File: src/rtl/mbw_pkg.sv
`default_nettype none

package mbw_pkg;

    // field widths
    localparam int unsigned TIME_W   = 64;
    localparam int unsigned SEQ_W    = 64;
    localparam int unsigned LIMIT_W  = 16;
    localparam int unsigned CFG_IDX_W = 2;
    localparam int unsigned CFG_DATA_W = 64;

    localparam int unsigned US_PER_MS = 1000;

    // stall threshold in microseconds: elapsed ms > limit <=> elapsed_us >= (limit + 1) * 1000
    localparam int unsigned THR_W = 26;

    localparam logic [LIMIT_W-1:0] WARN_LIMIT_RST     = 16'd200;
    localparam logic [LIMIT_W-1:0] SHUTDOWN_LIMIT_RST = 16'd500;

    // configuration register indexes
    localparam logic [CFG_IDX_W-1:0] CFG_WARN_LIMIT     = 2'd0;
    localparam logic [CFG_IDX_W-1:0] CFG_SHUTDOWN_LIMIT = 2'd1;
    localparam logic [CFG_IDX_W-1:0] CFG_START_SEQUENCE = 2'd2;

    typedef enum logic [1:0] {
        SEV_OK    = 2'd0,
        SEV_WARN  = 2'd1,
        SEV_FAULT = 2'd2
    } sev_t;

    typedef enum logic {
        CAUSE_NONE    = 1'b0,
        CAUSE_TIMEOUT = 1'b1
    } cause_t;

    typedef enum logic [1:0] {
        ACT_NONE        = 2'd0,
        ACT_ZERO_TORQUE = 2'd1,
        ACT_DISABLE     = 2'd2
    } act_t;

    typedef enum logic [1:0] {
        REQ_NONE    = 2'd0,
        REQ_RUNNING = 2'd1,
        REQ_FAULT   = 2'd2
    } req_t;

    // settings handed from the register block to the watchdog
    typedef struct packed {
        logic [THR_W-1:0] warn_thr_us;
        logic [THR_W-1:0] shut_thr_us;
        logic             seq_load;
        logic [SEQ_W-1:0] seq_value;
    } cfg_t;

    // one result word
    typedef struct packed {
        logic   command_taken;
        act_t   action;
        req_t   request;
        sev_t   severity;
        cause_t cause;
    } res_t;

    function automatic logic [THR_W-1:0] limit_to_thr(input logic [LIMIT_W-1:0] limit_ms);
        logic [31:0] prod;
        prod = (32'(limit_ms) + 32'd1) * 32'(US_PER_MS);
        return prod[THR_W-1:0];
    endfunction

endpackage

`default_nettype wire

File: src/rtl/mailbox_stall_watchdog.sv
`default_nettype none

// channel   | direction | handshake          | word
// ----------+-----------+--------------------+-----------------------------------------
// s_        | in        | s_valid / s_ready  | now_us, seq_start, seq_end
// m_        | out       | m_valid / m_ready  | command_taken, safety_action,
//           |           |                    | state_request, severity, fault_cause
// cfg_      | in        | cfg_we (no wait)   | cfg_index, cfg_wdata
//
// one word per cycle sustained while m_ready holds high; m_valid rises once the word has
// passed the input register and the watchdog decision lands in the result register
// watchdog state commits as a word enters the result register, no bubble between words
// aresetn is synchronous and active low; register defaults and watchdog state restored
// a stalled m_ side holds its word; s_ready stays high while the input register is
// empty or its word moves on this cycle; two words fill the block

module mailbox_stall_watchdog
    import mbw_pkg::*;
(
    input  wire logic                  aclk,
    input  wire logic                  aresetn,

    input  wire logic                  s_valid,
    output wire logic                  s_ready,
    input  wire logic [TIME_W-1:0]     s_now_us,
    input  wire logic [SEQ_W-1:0]      s_seq_start,
    input  wire logic [SEQ_W-1:0]      s_seq_end,

    output wire logic                  m_valid,
    input  wire logic                  m_ready,
    output wire logic                  m_command_taken,
    output wire logic [1:0]            m_safety_action,
    output wire logic [1:0]            m_state_request,
    output wire logic [1:0]            m_severity,
    output wire logic                  m_fault_cause,

    input  wire logic                  cfg_we,
    input  wire logic [CFG_IDX_W-1:0]  cfg_index,
    input  wire logic [CFG_DATA_W-1:0] cfg_wdata
);

    // input register
    logic              in_valid_reg, in_valid_next;
    logic [TIME_W-1:0] in_now_reg;
    logic [SEQ_W-1:0]  in_begin_reg;
    logic [SEQ_W-1:0]  in_end_reg;

    // result register
    logic              out_valid_reg, out_valid_next;
    res_t              out_res_reg;

    logic              s_fire;
    logic              advance;
    cfg_t              cfg;
    res_t              res;

    // the input word moves on whenever the result slot is free or being drained
    assign advance = in_valid_reg && (!out_valid_reg || m_ready);
    assign s_ready = !in_valid_reg || advance;
    assign s_fire  = s_valid && s_ready;

    assign in_valid_next  = s_fire || (in_valid_reg && !advance);
    assign out_valid_next = advance || (out_valid_reg && !m_ready);

    mbw_cfg_regs u_cfg_regs (
        .aclk      (aclk),
        .aresetn   (aresetn),
        .cfg_we    (cfg_we),
        .cfg_index (cfg_index),
        .cfg_wdata (cfg_wdata),
        .cfg       (cfg)
    );

    // decision logic and watchdog state, committed on advance
    mbw_watch u_watch (
        .aclk      (aclk),
        .aresetn   (aresetn),
        .cfg       (cfg),
        .fire      (advance),
        .now_us    (in_now_reg),
        .seq_start (in_begin_reg),
        .seq_end   (in_end_reg),
        .res       (res)
    );

    // handshake control
    always_ff @(posedge aclk) begin
        if (!aresetn) begin
            in_valid_reg  <= 1'b0;
            out_valid_reg <= 1'b0;
        end else begin
            in_valid_reg  <= in_valid_next;
            out_valid_reg <= out_valid_next;
        end
    end

    // payload, no reset needed
    always_ff @(posedge aclk) begin
        if (s_fire) begin
            in_now_reg   <= s_now_us;
            in_begin_reg <= s_seq_start;
            in_end_reg   <= s_seq_end;
        end
        if (advance) begin
            out_res_reg <= res;
        end
    end

    assign m_valid         = out_valid_reg;
    assign m_command_taken = out_res_reg.command_taken;
    assign m_safety_action = out_res_reg.action;
    assign m_state_request = out_res_reg.request;
    assign m_severity      = out_res_reg.severity;
    assign m_fault_cause   = out_res_reg.cause;

endmodule

`default_nettype wire

File: src/rtl/mbw_cfg_regs.sv
`default_nettype none

module mbw_cfg_regs
    import mbw_pkg::*;
(
    input  wire logic                  aclk,
    input  wire logic                  aresetn,
    input  wire logic                  cfg_we,
    input  wire logic [CFG_IDX_W-1:0]  cfg_index,
    input  wire logic [CFG_DATA_W-1:0] cfg_wdata,
    output cfg_t                       cfg
);

    logic [THR_W-1:0] warn_thr_reg;
    logic [THR_W-1:0] shut_thr_reg;
    logic [THR_W-1:0] wr_thr;

    // limits are kept as microsecond thresholds, scaled once on write
    assign wr_thr = limit_to_thr(cfg_wdata[LIMIT_W-1:0]);

    always_ff @(posedge aclk) begin
        if (!aresetn) begin
            warn_thr_reg <= limit_to_thr(WARN_LIMIT_RST);
            shut_thr_reg <= limit_to_thr(SHUTDOWN_LIMIT_RST);
        end else if (cfg_we) begin
            case (cfg_index)
                CFG_WARN_LIMIT:     warn_thr_reg <= wr_thr;
                CFG_SHUTDOWN_LIMIT: shut_thr_reg <= wr_thr;
                default: ;
            endcase
        end
    end

    assign cfg.warn_thr_us = warn_thr_reg;
    assign cfg.shut_thr_us = shut_thr_reg;
    assign cfg.seq_load    = cfg_we && (cfg_index == CFG_START_SEQUENCE);
    assign cfg.seq_value   = cfg_wdata[SEQ_W-1:0];

endmodule

`default_nettype wire

File: src/rtl/mbw_watch.sv
`default_nettype none

module mbw_watch
    import mbw_pkg::*;
(
    input  wire logic              aclk,
    input  wire logic              aresetn,
    input  wire cfg_t              cfg,
    input  wire logic              fire,
    input  wire logic [TIME_W-1:0] now_us,
    input  wire logic [SEQ_W-1:0]  seq_start,
    input  wire logic [SEQ_W-1:0]  seq_end,
    output res_t                   res
);

    logic [SEQ_W-1:0]  last_seq_reg, last_seq_next;
    logic [TIME_W-1:0] stall_start_reg, stall_start_next;
    logic              stall_running_reg, stall_running_next;
    logic              fault_latched_reg, fault_latched_next;
    sev_t              sev_reg, sev_next;
    cause_t            cause_reg, cause_next;

    logic              taken;
    logic              begin_eq_last;
    logic              last_nonzero;
    logic [TIME_W-1:0] elapsed_us;
    logic              over_shut;
    logic              over_warn;

    always_comb begin
        taken         = (seq_start == seq_end) && (seq_start != last_seq_reg);
        // after a take the last sequence is the begin itself
        begin_eq_last = taken || (seq_start == last_seq_reg);
        last_nonzero  = taken ? (seq_start != '0) : (last_seq_reg != '0);
        elapsed_us    = stall_running_reg ? (now_us - stall_start_reg) : '0;
        over_shut     = (elapsed_us[TIME_W-1:THR_W] != '0) ||
                        (elapsed_us[THR_W-1:0] >= cfg.shut_thr_us);
        over_warn     = (elapsed_us[TIME_W-1:THR_W] != '0) ||
                        (elapsed_us[THR_W-1:0] >= cfg.warn_thr_us);

        last_seq_next      = taken ? seq_start : last_seq_reg;
        stall_start_next   = stall_start_reg;
        stall_running_next = stall_running_reg;
        fault_latched_next = fault_latched_reg;
        sev_next           = sev_reg;
        cause_next         = cause_reg;

        res.command_taken = taken;
        res.action        = ACT_NONE;
        res.request       = (taken && (last_seq_reg == '0)) ? REQ_RUNNING : REQ_NONE;

        if (last_nonzero) begin
            if (begin_eq_last) begin
                if (!stall_running_reg) begin
                    stall_running_next = 1'b1;
                    stall_start_next   = now_us;
                end
                // shutdown checked first, so it wins over warn
                if (over_shut) begin
                    if (!fault_latched_reg) begin
                        fault_latched_next = 1'b1;
                        sev_next           = SEV_FAULT;
                        cause_next         = CAUSE_TIMEOUT;
                        res.request        = REQ_FAULT;
                        res.action         = ACT_DISABLE;
                    end
                end else if (over_warn) begin
                    if (sev_reg == SEV_OK) begin
                        sev_next   = SEV_WARN;
                        cause_next = CAUSE_TIMEOUT;
                        res.action = ACT_ZERO_TORQUE;
                    end
                end
            end else begin
                stall_running_next = 1'b0;
                stall_start_next   = '0;
                fault_latched_next = 1'b0;
                if (sev_reg == SEV_WARN && cause_reg == CAUSE_TIMEOUT) begin
                    sev_next   = SEV_OK;
                    cause_next = CAUSE_NONE;
                end
            end
        end

        res.severity = sev_next;
        res.cause    = cause_next;
    end

    always_ff @(posedge aclk) begin
        if (!aresetn) begin
            last_seq_reg      <= '0;
            stall_start_reg   <= '0;
            stall_running_reg <= 1'b0;
            fault_latched_reg <= 1'b0;
            sev_reg           <= SEV_OK;
            cause_reg         <= CAUSE_NONE;
        end else if (cfg.seq_load) begin
            last_seq_reg <= cfg.seq_value;
        end else if (fire) begin
            last_seq_reg      <= last_seq_next;
            stall_start_reg   <= stall_start_next;
            stall_running_reg <= stall_running_next;
            fault_latched_reg <= fault_latched_next;
            sev_reg           <= sev_next;
            cause_reg         <= cause_next;
        end
    end

endmodule

`default_nettype wire

File: config.mk
export PLATFORM = sky130hd
export DESIGN_NAME = mailbox_stall_watchdog
export DESIGN_NICKNAME = d
export VERILOG_FILES = /design/src/rtl/mbw_pkg.sv /design/src/rtl/mailbox_stall_watchdog.sv /design/src/rtl/mbw_cfg_regs.sv /design/src/rtl/mbw_watch.sv
export SDC_FILE = /design/constraint.sdc
export NUM_CORES = 1
export LEC_CHECK = 0
export BUFFER_PORTS_ARGS = -buffer_cell sky130_fd_sc_hd__buf_2
export CAP_MARGIN = 20
export CORE_MARGIN = 2
export CORE_UTILIZATION = 30
export DETAILED_ROUTE_END_ITERATION = 10
export GPL_ROUTABILITY_DRIVEN = 0
export GPL_TIMING_DRIVEN = 0
export PLACE_DENSITY = 0.44
export SYNTH_ARGS = -nofsm -noshare
export SYNTH_HDL_FRONTEND = slang
export SYNTH_SLANG_ARGS = --single-unit
File: constraint.sdc
create_clock -name aclk -period 8.8 [get_ports aclk]
set_clock_uncertainty 0.15 [all_clocks]
set_input_delay 0.44 -clock aclk [delete_from_list [all_inputs] [get_ports aclk]]
set_output_delay 0.44 -clock aclk [all_outputs]
set_load 0.1 [all_outputs]
==> out/results.ini <==
[outcome]
status = finished clean

[global_route]
antenna_found_initial = 6
grt_usage = 0.1881
grt.overflow.total = 0
grt_pass1_wl_mm = 118.8
grt_pass1_vias = 20170
grt_max_degree = 71

[routing]
dr.pass1.iters = 5
vias = 19640
routed_via_density = 4.905
dr.first_iter.drc_count = 1077
drc = 0
totalWireLength_mm = 78.03
ant_nets = 0
avgRoutedWirePerCell_um = 19.49

[synth]
synth-warning-count = 0
syn_inst = 2393
synthDistinctLibCells = 95
yosysSeqAreaShare = 0.4043
ys.flop_type = edfxtp_1
synthDominantCellAreaShare = 0.2517
yosys.area.top_type = edfxtp_1
synthTopCellsByCount = 225 x inv_1, 223 x nand2_1, 199 x edfxtp_1, 181 x dfxtp_1, 174 x xnor2_1
yosys-top-cells-area = edfxtp_1 25%, dfxtp_1 15%, ha_1 8.5%
synth.ff_latch_count = 380
async_reset_ff_frac = 0
synth.most_common_cell = inv_1
synth_edf_count = 199
postSynthAreaPerCell_um2 = 9.923
syn_area_um2 = 23750
syn_nets = 2872

[final_layout]
fillers = 7940
fin_cells = 4004
drive_gt1_frac = 0.1361
nets = 3395
area_delta_synth_final_pct = 26.39

[timing]
relSlewSlack = 0.3766
period_needed_ps = 7346
fin_tns_setup_ps = 0
hold_viol = 0
grt_setup_unrepaired = false
fmax_mhz = 136.1
worstMarginPinSlew_ps = 926.5
finalMaxSlewViolations = 0
setup_viol = 0
period_share = 0.8348

[die]
design.core.area_um2 = 78610
die_w_um = 285.3
dieArea_um2 = 81420
dieHeight_um = 285.3
start_util = 0.3021
top_level_ports = 273
rows = 103

[critical_path]
endpoint_kind = flop
start_kind = flop
path_cells = ha_1, a21o_1, or3_1, o211a_1, o21a_1, a211oi_1, xor2_1, nor2_1, ha_1, nor2b_1, a2111oi_0, o2111ai_1, o21ai_0, nand3b_1, nor4_1, nand4_1, nor4_1, nand4_1, or4_1, and2_4, buf_6, o41a_1, o21ai_1
path_max_fanout = 7
critPathSlowestCell = a211oi_1
max_stage_delay_ps = 720
required_ps = 9080
worst-setup-path-type = flop to flop
worstPathArrival_ps = 7630

[clock_tree]
clk_latency_ps = 610
cts_setup_buffers = 0
root_buffer = clkbuf_16
clockBufferDepth = 3
cts.repair.resized = 0
hold_buffers = 200
htreeDepth = 2
cts_tree = done
cts.sinks = 380
numCtsBuffers = 46
path_clk_slew_ps = 60

[place]
io_buffer_count = 271
hpwl_mm = 61.82
place_inst = 3717

[flow_run]
maxCapViolations = 0

[power]
p_per_area_nw_per_um2 = 193.3
max-vdd-ir-drop_v = 0.0001521
leakage_nw = 12.50

[worst_hold_path]
hp-class = primary input to flop

## stage by stage
| stage | setup slack [ps] | total power, mW | hold WS (ps) | utilization | area [µm²] |
|---|---|---|---|---|---|
| 2_1_floorplan | 1977 | 3.380 | 279.8 | - | 23750 |
| 6_report | 1454 | 5.800 | 43.25 | 0.3818 | 30010 |
| 5_1_grt | 937.8 | 6.202 | 39.29 | 0.3818 | 30010 |
| 4_1_cts | 1331 | 5.884 | 4.790 | 0.3816 | 30000 |
| 3_5_place_dp | 1370 | 3.860 | 304.7 | 0.3371 | 26500 |
| 3_3_place_gp | 760.8 | 3.861 | 295.7 | 0.3360 | 26420 |
## critical path: cells and delay by family, from the launching register on
family | cells | cell delay, ps
flip-flops | 1 | 410
adder cells (fa/ha/maj) | 2 | 710
AO/OA/AOI/OAI | 9 | 2850
buffers and inverters | 1 | 120
XOR/XNOR | 1 | 160
AND/OR/NAND/NOR | 10 | 2770
## per-layer routing
metal  vias to the layer above  track usage  routed length [µm]
met2                       482       0.3303               38030
met3                       135      0.02688                3409
met4                         8      0.06780                2791
met5                         -            0                  49
met1                      9371       0.2339               33750
li1                       9643            -                   -
## cell usage in the layout, fill, tap and decap left out, types with 6 or more instances in the layout
cell / instances
or4_1: 6
nor4_1: 53
nand2b_1: 14
o211ai_1: 30
a2111oi_0: 8
fa_1: 55
dfxtp_1: 181
nor2_1: 92
edfxtp_1: 199
a21o_1: 22
clkbuf_1: 89
o211a_1: 67
mux2i_1: 65
o21a_1: 27
buf_2: 281
and3_1: 13
xnor2_1: 174
clkbuf_16: 48
dlygate4sd3_1: 200
nand2_1: 223
o21bai_1: 12
a21boi_0: 17
nand4_1: 80
a31oi_1: 9
a22oi_1: 65
a211oi_1: 6
nor2b_1: 77
inv_1: 225
clkbuf_8: 8
nand3_1: 36
xor2_1: 31
or3_1: 13
ha_1: 161
o31a_1: 7
nor3_1: 34
and2_1: 15
o21ai_0: 74
a21oi_1: 98
## layout make-up
type                    instances  area (µm²)  share of cell area
clock inverters                17       183.9            0.006128
repair buffers                475        3448              0.1149
flip-flops and latches        380        9599              0.3198
inverters                     225       844.6             0.02814
clock buffers                  68        1316             0.04386
well taps                    1050        1314             0.04377
diodes                          1       2.502          0.00008338
multi-input cells            1687       12800              0.4264
plain buffers                 101       508.0             0.01693
## kinds of logic (layout without fill, tap and decap cells)
| family | count (synthesis) | count (layout) | share of synthesized area |
|---|---|---|---|
| buffers and inverters | 326 | 886 | 0.05696 |
| adder cells (fa/ha/maj) | 216 | 216 | 0.1312 |
| AND/OR/NAND/NOR | 687 | 687 | 0.1480 |
| AO/OA/AOI/OAI | 511 | 511 | 0.1552 |
| other | 0 | 1 | 0 |
| flip-flops | 380 | 380 | 0.4043 |
| XOR/XNOR | 205 | 205 | 0.07561 |
| multiplexers | 68 | 68 | 0.02882 |
## power breakdown
| part | leakage [nW] | total [mW] | internal (mW) | switching, mW |
|---|---|---|---|---|
| Clock | 0.723 | 1.91 | 1.10 | 0.805 |
| Sequential | 3.41 | 2.09 | 1.99 | 0.105 |
| Combinational | 8.36 | 1.80 | 0.785 | 1.02 |
## worst paths after layout
check	slack, ps	start	to	depth (start not counted)
min reg2reg	310	u_cfg_regs.shut_thr_reg[22]	u_cfg_regs.shut_thr_reg[22]	2
max reg2reg	1450	in_now_reg[4]	m_fault_cause	23
max	1450	in_now_reg[4]	m_fault_cause	23
min	40	cfg_wdata[35]	u_watch.last_seq_reg[35]	4
Power figures use the tool's default switching activity.
